`config.mk`:
```
export PLATFORM = sky130hd
export DESIGN_NAME = isr_ram
export DESIGN_NICKNAME = d
export VERILOG_FILES = /design/src/hdl/isr_ram.sv
export SDC_FILE = /design/constraint.sdc
export NUM_CORES = 1
export LEC_CHECK = 0
export ABC_AREA = 1
export ABC_CLOCK_PERIOD_IN_PS = 5900
export BUFFER_PORTS_ARGS = -buffer_cell sky130_fd_sc_hd__buf_2
export CAP_MARGIN = 20
export CORE_ASPECT_RATIO = 1.1
export CORE_MARGIN = 4
export CORE_UTILIZATION = 34
export CTS_CLUSTER_SIZE = 25
export DETAILED_ROUTE_END_ITERATION = 16
export SYNTH_ARGS = -nofsm -noshare
export SYNTH_HDL_FRONTEND = slang
export SYNTH_SLANG_ARGS = --single-unit
```
`constraint.sdc`:
```
create_clock -name clk -period 5.9 [get_ports clk]
set_input_delay 0.59 -clock clk [delete_from_list [all_inputs] [get_ports clk]]
set_output_delay 0.59 -clock clk [all_outputs]
set_load 0.02 [all_outputs]
```
`src/hdl/isr_ram.sv`:
```
// generic simple dual-port ram, one write and one registered read port
// no dependencies
module isr_ram #(
  parameter int WIDTH = 8,
  parameter int DEPTH = 64,
  localparam int AW   = $clog2(DEPTH)
) (
  input  logic             clk,
  input  logic             we,
  input  logic [AW-1:0]    waddr,
  input  logic [WIDTH-1:0] wdata,
  input  logic             re,
  input  logic [AW-1:0]    raddr,
  output logic [WIDTH-1:0] rdata
);

  logic [WIDTH-1:0] mem [DEPTH];

  always_ff @(posedge clk) begin
    if (we) begin
      mem[waddr] <= wdata;
    end
    if (re) begin
      rdata <= mem[raddr];
    end
  end

endmodule
```
==> out/metrics.yaml, run 1 <==
status:
  status: "complete, no violations"
setup_path:
  r2r_end: "rdata[2]$_DFFE_PP_"
  worstSetupPathType: "input pin to register"
  crit_path_start_kind: "input pin"
  cp_max_fo: 176
  reg2reg_from: "mem[63][2]$_DFFE_PP_"
  r2r_cells: 8
  startpoint: "raddr[0]"
  r2r_setup_slack_ns: 4.26
  cp-end-kind: "register"
  cp_data_required_time_ns: 6.37
  crit_arrival_ns: 3.41
power:
  switching_share_pct: 22.49
  total_power_w: 0.007644
  p_int_w: 0.005925
  seqPwrFrac_pct: 53.8
  ir_drop_mv: 0.2010
  clock_power_share_pct: 40.2
  powerDensity_nw_per_um2: 324.5
  p_sw_w: 0.001720
  leakage_nw: 8.258
  combPwrFrac_pct: 6.1
layout:
  final_core_util_pct: 37.79
  syn2layout_area_growth_pct: 9.971
  drive_gt1_share_pct: 6.750
  antennaDiodeCount: 0
  fill_cells: 5961
  nNetsFinal: 1826
floorplanning:
  rows: 96
  dieWidth_microns: 247.3
  die_y_microns: 271.2
  start_util_pct: 34.36
  core_area_sq_um: 62340
  io_pins: 31
  dieArea_sq_um: 67080
logic_synthesis:
  ys_types: 15
  ys_ff_latch: 520
  synth-main-ff-cell: "edfxtp_1"
  syn_inst: 1805
  syn-num-nets: 1828
  syn_area_sq_um: 21420
  synth.top_cell.area_share_pct: 72.90
  synth-seq-area-share_pct: 72.90
  synth_fa_ha_area_share_pct: 0
  synthXorXnorAreaFrac_pct: 0
  synth_most_common_cell: "nand2_1"
  synth_common_cells: "nand2_1, edfxtp_1, nand3_1"
  synth_edf_count: 520
  avgSynthCellArea_sq_um: 11.87
  synth_top_area_cell: "edfxtp_1"
  synth-simple-area-share_pct: 23.09
  yosys_warnings: 0
  synth_mux_area_share_pct: 0
  async_reset_ff_share_pct: 0
  yosys-top-cells-area: "edfxtp_1, nand2_1, nand3_1"
  synth_top_family_by_area: "simple AND/OR/NAND/NOR gates"
  synth_compound_area_share_pct: 0
clock_tree:
  clk_pin_slew_worst_paths_ns: 0.06
  cts_buffers: 52
  ctsRootBufferMaster: "clkbuf_16"
  cts_resized: 0
  holdBufCountCts: 0
  clk_path_buf_depth: 3
  clk_latency_ns: 0.60
  clock-sinks: 520
  htree_levels: 2
  cts_setup_buffers: 0
  cts_tree: "built"
sta:
  maxSlewHeadroom_pct: 27.03
  fmax_ghz: 0.3397
  worst_pin_slew_ns: 1.095
  setup_viol: 0
  post-route-period-util_pct: 49.89
  worst_clock_skew_ns: 0.02091
  drv_slew: 0
  tns_ns: 0
  post-route-min-period_ns: 2.944
  grt_setup_unrepaired: "false"
  hold_viol_final: 0
global_route:
  grtUsageTotal_pct: 16.04
  antenna_found_initial: 0
  grt-ovfl-total: 0
  grt_max_degree: 177
  grt_pass1_wl_mm: 83.02
  grt_pass1_vias: 13390
drt:
  wire_per_inst_microns: 20.31
  vias: 13680
  drc_errors: 0
  via_per_inst: 5.123
  drt_iter0_drc: 1336
  first_pass_iters: 6
  wirelength_mm: 54.22
  postRouteAntennaNets: 0
flow_run:
  drv_cap: 0
place:
  dp_hpwl_mm: 30.04
  port_buffers: 30
  gp_congestion: 0.8381
hold_path:
  hold_path_class: "input pin to register"
  hold_depth: 1
  hold_end: "rdata[4]$_DFFE_PP_"
  min_from: "re"
power groups by stage:
stage / logic (W) / registers, W / clock network (W)
final: 0.000463 / 0.00411 / 0.00307
after global routing: 0.000510 / 0.00411 / 0.00326
after CTS: 0.000465 / 0.00411 / 0.00313
after detailed placement: 0.000465 / 0.00419 / 0
after global placement: 0.000461 / 0.00419 / 0
after floorplan: 0.000287 / 0.00419 / 0
sequential cells by signal, indices dropped and copies added, names as in the netlist:
name / count
rdata: 8
mem: 512
cell usage in the layout, fill, tap and decap left out:
cell and instances:
inv_2 1, nand2_1 648, clkbuf_16 53, edfxtp_1 520
clkinv_4 1, clkinv_1 11, bufinv_16 2, buf_4 28
clkbuf_1 13, clkbuf_8 1, nor2_1 56, buf_2 28
nor4_1 8, clkinv_2 5, nand4_1 9, inv_8 1
inv_1 9, clkinvlp_4 3, nand3_1 439, inv_4 1
logic make-up (layout without fill, tap and decap cells):
family	Yosys count	after routing
and+or+nand+nor	1160	1160
buffers and inverters	125	157
DFF	520	520
metal layers:
metal	wire length (microns)	vias to the layer above	GRT usage, %
li1	-	6340	-
met1	22790	6700	21.57
met2	25920	531	26.18
met3	3624	108	2.786
met4	1877	0	5.835
met5	0	-	0
worst max path at each step:
stage                                      end  slack [ns]  cells after the start
final                       rdata[0]$_DFFE_PP_        2.96                     11
after global routing        rdata[2]$_DFFE_PP_        2.79                     11
after CTS                   rdata[0]$_DFFE_PP_        3.06                     11
after detailed placement    rdata[2]$_DFFE_PP_        2.40                     11
after global placement      rdata[0]$_DFFE_PP_        2.40                     11
after floorplan           mem[48][0]$_DFFE_PP_        3.54                      3
per-stage QoR:
stage	worst slack (ns)	hold slack, ns	instance area, sq um	instances
finish	2.956	0.3988	23560	2670
global route	2.795	0.3745	23560	2670
global placement	2.401	0.8727	22020	2582
detailed placement	2.404	0.8774	22020	2582
floorplan	3.544	0.6889	21420	1805
CTS	3.058	0.3608	23560	2670
area by class of cell:
cell class,instances,area [sq um],area share [%]
clock buffer,66,1375,5.838
clock inverter,22,157.7,0.6693
inverter,12,55.05,0.2337
multi-input combinational,1160,4946,21.00
sequential,520,15620,66.29
tap,833,1042,4.425
timing repair buffer,57,364.1,1.546
worst max-delay path, cell delays in order:
cell and delay [ns]:
clkbuf_8 0.25, inv_8 0.76, buf_4 0.55, nand2_1 0.10, nand3_1 0.08, nand3_1 0.14
nand2_1 0.12, nand2_1 0.07, nand3_1 0.23, nand3_1 0.21, nand2_1 0.10
No activity file was read; power rests on OpenSTA's default activity.
==> inputs of run 2 (changes only) <==
--- a/config.mk
+++ b/config.mk
@@ -6,7 +6,7 @@
 export NUM_CORES = 1
 export LEC_CHECK = 0
 export ABC_AREA = 1
-export ABC_CLOCK_PERIOD_IN_PS = 5900
+export ABC_CLOCK_PERIOD_IN_PS = 3000
 export BUFFER_PORTS_ARGS = -buffer_cell sky130_fd_sc_hd__buf_2
 export CAP_MARGIN = 20
 export CORE_ASPECT_RATIO = 1.1
==> constraint.sdc (replaced) <==
create_clock -name clk -period 3 [get_ports clk]
set_input_delay 0.3 -clock clk [delete_from_list [all_inputs] [get_ports clk]]
set_output_delay 0.3 -clock clk [all_outputs]
set_load 0.02 [all_outputs]
==> run 2 against run 1 <==
  * Sequential power up 97%
  * Largest cell class unchanged
  * Critical endpoint is now rdata[6]$_DFFE_PP_
  * Hold slack got worse by 0.27 ns
  * Wire length is 5.9% higher
==> out/metrics.yaml, run 2 (same netlist as run 1, synthesis figures left out) <==
place:
  dp_hpwl_mm: 34.23  # was 30.04 mm
  port_buffers: 30  # unchanged
  dpl.cell_count: 2646  # was 2582
  gp_congestion: 0.8431  # was 0.8381
setup_path:
  cp-end-kind: "register"  # unchanged
  worstSetupPathType: "input pin to register"  # unchanged
  crit_path_start_kind: "input pin"  # unchanged
  cp_data_required_time_ns: 3.35  # was 6.37 ns
  crit_arrival_ns: 2.09  # was 3.41 ns
  cp_max_fo: 37  # was 176
floorplanning:
  start_util_pct: 34.36  # unchanged
  die_y_microns: 271.2  # unchanged
  dieWidth_microns: 247.3  # unchanged
  dieArea_sq_um: 67080  # unchanged
  io_pins: 31  # unchanged
  core_area_sq_um: 62340  # unchanged
  rows: 96  # unchanged
clock_tree:
  holdBufCountCts: 0  # unchanged
  cts_resized: 0  # unchanged
  clk_path_buf_depth: 3  # unchanged
  cts_tree: "built"  # unchanged
  clk_pin_slew_worst_paths_ns: 0.06  # about the same
  clk_latency_ns: 0.61  # was 0.60 ns
  htree_levels: 2  # unchanged
  ctsRootBufferMaster: "clkbuf_16"  # unchanged
  clock-sinks: 520  # unchanged
  cts_buffers: 51  # was 52
  cts_setup_buffers: 0  # unchanged
layout:
  largest_register_ffs: 512  # unchanged
  antennaDiodeCount: 0  # unchanged
  syn2layout_area_growth_pct: 13.65  # was 9.971%
  reg.largest.list: "mem (512), rdata (8)"  # unchanged
  top_register: "mem"  # unchanged
  final_cell_mix: "nand2_1, edfxtp_1, nand3_1, buf_4, nor2_1"  # was nand2_1, edfxtp_1, nand3_1, nor2_1, clkbuf_16
  instances_no_fill: 2736  # was 2670
  drive_gt1_share_pct: 10.40  # was 6.750%
  final_common_cell: "nand2_1"  # unchanged
  nNetsFinal: 1889  # was 1826
global_route:
  grt_pass1_vias: 13600  # was 13390
  antenna_found_initial: 1  # was 0
  grt_pass1_wl_mm: 85.99  # was 83.02 mm
  grt-ovfl-total: 0  # unchanged
  grt_max_degree: 96  # was 177
  grtUsageTotal_pct: 16.86  # was 16.04%
status:
  status: "complete, no violations"  # unchanged
sta:
  post-route-period-util_pct: 58.21
  tns_ns: 0  # unchanged
  drv_slew: 0  # unchanged
  worst_pin_slew_ns: 0.9068  # was 1.095 ns
  post-route-min-period_ns: 1.746
  setup_viol: 0  # unchanged
  maxSlewHeadroom_pct: 39.33  # was 27.03%
  hold_viol_final: 0  # unchanged
  worst_clock_skew_ns: 0.02195  # was 0.02091 ns
  fmax_ghz: 0.5727
  grt_setup_unrepaired: "false"  # unchanged
drt:
  via_per_inst: 5.149  # was 5.123
  first_pass_iters: 8  # was 6
  wire_per_inst_microns: 20.98  # was 20.31 microns
  drt_iter0_drc: 1516  # was 1336
  wirelength_mm: 57.41  # was 54.22 mm
  drc_errors: 0  # unchanged
  postRouteAntennaNets: 0  # unchanged
  vias: 14090  # was 13680
power:
  total_power_w: 0.01566  # was 0.007644 W
  powerDensity_nw_per_um2: 643.5  # was 324.5 nW/um^2
  ir_drop_mv: 0.4150  # was 0.2010 mV
  leakage_nw: 8.722  # was 8.258 nW
hold_path:
  hold_path_class: "input pin to register"  # unchanged
flow_run:
  drv_cap: 0  # unchanged
## run 2: cell types whose count changed in the layout (fill, tap and decap cells not counted)
cell / change
buf_12: +11
buf_4: +53
bufinv_16: +7
clkbuf_1: -9
clkbuf_16: -2
clkinv_1: +1
clkinv_2: +1
clkinv_4: -1
clkinvlp_4: +1
inv_6: +4
## run 2: power by group
part	internal [W]	total, W	switching, W
Combinational	0.000247	0.000982	0.000735
Sequential	0.00806	0.00808	0.0000262
Clock	0.00388	0.00660	0.00272
## run 2: critical path: stages
cell and delay [ns]:
buf_4 0.14, inv_4 0.39, buf_4 0.35, nand3_1 0.11, nand3_1 0.12, nand2_1 0.08
nand2_1 0.09, nand3_1 0.18, nand3_1 0.22, nand2_1 0.07
## run 2: layout make-up
| class | instances | area (sq um) |
|---|---|---|
| fillers | 5916 | 38000 |
| clock inverters | 35 | 410.4 |
| clock buffers | 55 | 1291 |
| inverters | 12 | 55.05 |
| multi-input cells | 1160 | 4946 |
| well taps | 833 | 1042 |
| flip-flops and latches | 520 | 15620 |
| repair buffers | 121 | 982.2 |
## run 2: metrics by stage
stage / hold WS [ns] / setup WS (ns) / utilization, % / instance area, sq um
global placement: 0.7331 / 0.6927 / 36.32 / 22640
floorplan: 0.3989 / 0.9339 / - / 21420
CTS: 0.09262 / 1.304 / 39.05 / 24340
finish: 0.1286 / 1.254 / 39.05 / 24340
global route: 0.1049 / 1.198 / 39.05 / 24340
detailed placement: 0.7378 / 0.6788 / 36.32 / 22640
## run 2: worst paths after layout
| check | startpoint | end | slack (ns) | depth (start not counted) |
|---|---|---|---|---|
| setup / recovery | raddr[1] | rdata[6]$_DFFE_PP_ | 1.25 | 10 |
| hold / removal | re | rdata[1]$_DFFE_PP_ | 0.13 | 1 |
| setup reg to reg | mem[58][2]$_DFFE_PP_ | rdata[2]$_DFFE_PP_ | 1.45 | 8 |
| hold reg to reg | mem[50][6]$_DFFE_PP_ | rdata[6]$_DFFE_PP_ | 0.91 | 8 |
## run 2: per-layer routing
layer / GRT usage [%] / share of wire (%) / vias up
met5: 0 / 0.023 / -
met4: 5.434 / 3.2 / 2
met3: 3.171 / 7.2 / 106
met2: 27.21 / 47 / 544
met1: 23.09 / 42 / 6952
li1: - / - / 6483
==> inputs of run 3 (changes only) <==
--- a/config.mk
+++ b/config.mk
@@ -6,7 +6,7 @@
 export NUM_CORES = 1
 export LEC_CHECK = 0
 export ABC_AREA = 1
-export ABC_CLOCK_PERIOD_IN_PS = 3000
+export ABC_CLOCK_PERIOD_IN_PS = 1590
 export BUFFER_PORTS_ARGS = -buffer_cell sky130_fd_sc_hd__buf_2
 export CAP_MARGIN = 20
 export CORE_ASPECT_RATIO = 1.1
==> constraint.sdc (replaced) <==
create_clock -name clk -period 1.59 [get_ports clk]
set_input_delay 0.159 -clock clk [delete_from_list [all_inputs] [get_ports clk]]
set_output_delay 0.159 -clock clk [all_outputs]
set_load 0.02 [all_outputs]
==> run 3 against run 2 <==
  * Die area unchanged
  * Combinational power increased by 100%
  * Utilization increased by 1.2 points
  * Global-route usage decreased by 0.20 points
  * Sequential power increased by 89%
  * Via count increased by 0.96%
  * Largest power group unchanged
==> out/metrics.yaml, run 3 (same netlist as run 1, synthesis figures left out) <==
sta:
  post-route-period-util_pct: 94.77
  worst_pin_slew_ns: 0.6558  # was 0.9068 ns
  post-route-min-period_ns: 1.507
  fmax_ghz: 0.6637
  setup_viol: 0  # unchanged
  hold_viol_final: 0  # unchanged
  maxSlewHeadroom_pct: 56.28  # was 39.33%
  hold_ws_ns: 0.04320  # was 0.1286 ns
  grt_setup_unrepaired: "false"  # unchanged
  worst_clock_skew_ns: 0.02508  # was 0.02195 ns
  drv_slew: 0  # unchanged
floorplanning:
  die_y_microns: 271.2  # unchanged
  io_pins: 31  # unchanged
  rows: 96  # unchanged
  dieWidth_microns: 247.3  # unchanged
  start_util_pct: 34.36  # unchanged
  core_area_sq_um: 62340  # unchanged
  dieArea_sq_um: 67080  # unchanged
clock_tree:
  cts_tree: "built"  # unchanged
  htree_levels: 2  # unchanged
  cts_resized: 0  # unchanged
  holdBufCountCts: 2  # was 0
  cts_buffers: 54  # was 51
  cts_setup_buffers: 0  # unchanged
  clk_latency_ns: 0.60  # was 0.61 ns
  clk_path_buf_depth: 3  # unchanged
  ctsRootBufferMaster: "clkbuf_16"  # unchanged
  clock-sinks: 520  # unchanged
  clk_pin_slew_worst_paths_ns: 0.06  # about the same
setup_path:
  crit_arrival_ns: 1.35  # was 2.09 ns
  startpoint: "rdata[1]$_DFFE_PP_"  # was raddr[1]
  crit_path_end: "rdata[1]"  # was rdata[6]$_DFFE_PP_
  cp-end-kind: "output port"  # was register
  critPathSlowestCell: "edfxtp_1"  # was inv_4
  path_buf_inv: 1  # was 3
  r2r_cells: 8  # unchanged
  cp_max_fo: 1  # was 37
  worst-path-stages: 1  # was 10
  path_cells: "buf_2"  # was buf_4 -> inv_4 -> buf_4 -> nand3_1 -> nand3_1 -> nand2_1 -> nand2_1 -> nand3_1 -> nand3_1 -> nand2_1
  cpPeakStageDelay_ns: 0.53  # was 0.39 ns
  cp_data_required_time_ns: 1.43  # was 3.35 ns
  crit_path_start_kind: "register"  # was input pin
  cpLargestDelayFamily: "flip-flops"  # was buffers and inverters
  r2r_setup_slack_ns: 0.11  # was 1.45 ns
  r2r_end: "rdata[1]$_DFFE_PP_"  # was rdata[2]$_DFFE_PP_
  worstSetupPathType: "register to output port"  # was input pin to register
  reg2reg_from: "mem[47][1]$_DFFE_PP_"  # was mem[58][2]$_DFFE_PP_
layout:
  syn2layout_area_growth_pct: 17.03  # was 13.65%
  reg.largest.list: "mem (512), rdata (8)"  # unchanged
  nNetsFinal: 1958  # was 1889
  top_register: "mem"  # unchanged
  final_common_cell: "nand2_1"  # unchanged
  drive_gt1_share_pct: 13.39  # was 10.40%
  instances_no_fill: 2806  # was 2736
  final_cell_mix: "nand2_1, edfxtp_1, nand3_1, buf_4, nor2_1"  # unchanged
  fin_area_sq_um: 25070  # was 24340 sq um
  largest_register_ffs: 512  # unchanged
drt:
  wire_per_inst_microns: 20.00  # was 20.98 microns
  drc_errors: 0  # unchanged
  vias: 14220  # was 14090
  postRouteAntennaNets: 0  # unchanged
  wirelength_mm: 56.11  # was 57.41 mm
  drt_iter0_drc: 1487  # was 1516
  via_per_inst: 5.068  # was 5.149
  first_pass_iters: 5  # was 8
global_route:
  grtUsageMet3_pct: 2.499  # was 3.171%
  grt_pass1_wl_mm: 85.62  # was 85.99 mm
  grt_pass1_vias: 14140  # was 13600
  grtUsageTotal_pct: 16.65  # was 16.86%
  grt_max_degree: 75  # was 96
  groute.layer.met1.usage_pct: 22.96  # was 23.09%
  grt_most_used_layer: "met2"  # unchanged
  grt-ovfl-total: 0  # unchanged
  antenna_found_initial: 5  # was 1
  grt_use_met2_pct: 26.98  # was 27.21%
power:
  p_int_w: 0.02290  # was 0.01218 W
  p_sw_w: 0.006471  # was 0.003483 W
  clock_power_share_pct: 41.3  # was 42.1%
  switching_share_pct: 22.03  # was 22.24%
  powerDensity_nw_per_um2: 1172  # was 643.5 nW/um^2
  seqPwrFrac_pct: 52.0  # was 51.6%
  ir_drop_mv: 0.9760  # was 0.4150 mV
  combPwrFrac_pct: 6.8  # was 6.3%
  leakage_nw: 9.110  # was 8.722 nW
place:
  port_buffers: 30  # unchanged
  dpl.cell_count: 2710  # was 2646
  dp_hpwl_mm: 33.99  # was 34.23 mm
  dpl_cell_area_sq_um: 23370  # was 22640 sq um
  gp_congestion: 0.8656  # was 0.8431
flow_run:
  drv_cap: 0  # unchanged
status:
  status: "complete, no violations"  # unchanged
hold_path:
  hold_path_class: "input pin to register"  # unchanged
  hold_depth: 1  # unchanged
[run 3: how the worst min path moves through the flow]
stage	start	to	slack, ns
global route	wdata[6]	mem[63][6]$_DFFE_PP_	0.05
finish	wdata[6]	mem[63][6]$_DFFE_PP_	0.04
floorplan	wdata[0]	mem[0][0]$_DFFE_PP_	0.26
global placement	re	rdata[3]$_DFFE_PP_	0.57
CTS	wdata[6]	mem[55][6]$_DFFE_PP_	0.03
detailed placement	re	rdata[4]$_DFFE_PP_	0.57
[run 3: power by group through the flow]
stage	clock (W)	sequential, W	combinational (W)
detailed placement	0	0.0155	0.00199
CTS	0.0124	0.0153	0.00200
finish	0.0121	0.0153	0.00200
global route	0.0130	0.0153	0.00218
floorplan	0	0.0155	0.00108
global placement	0	0.0155	0.00198
[run 3: metrics by stage]
stage               worst slack [ns]  setup TNS (ns)  power [W]  util [%]
global placement             -0.1929          -1.183    0.01752     37.50
CTS                          0.08222               0    0.02964     40.21
global route                 0.02033               0    0.03041     40.21
floorplan                    -0.1621          -39.53    0.01662         -
detailed placement           -0.2208          -1.291    0.01754     37.50
finish                       0.08321               0    0.02937     40.21
[run 3: area by class of cell]
type,instances,area (sq um)
fill,5850,37270
sequential,520,15620
multi-input combinational,1160,5005
timing repair buffer,187,1680
clock buffer,69,1429
tap,833,1042
clock inverter,24,241.5
inverter,12,52.55
antenna,1,2.502
[run 3: worst register-to-register path, stage by stage (launching register included)]
cell and delay (ns):
edfxtp_1 0.37, nand2_1 0.08, nand3_1 0.08, nand3_1 0.12, nand2_1 0.11, nand2_1 0.09
nand3_1 0.09, nand3_1 0.22, nand2_1 0.07
[run 3: per-layer routing]
metal	up-vias	share of wire [%]
li1	6608	-
met1	6985	42
met2	515	48
met3	110	6.9
met4	4	3.1
met5	-	0.036
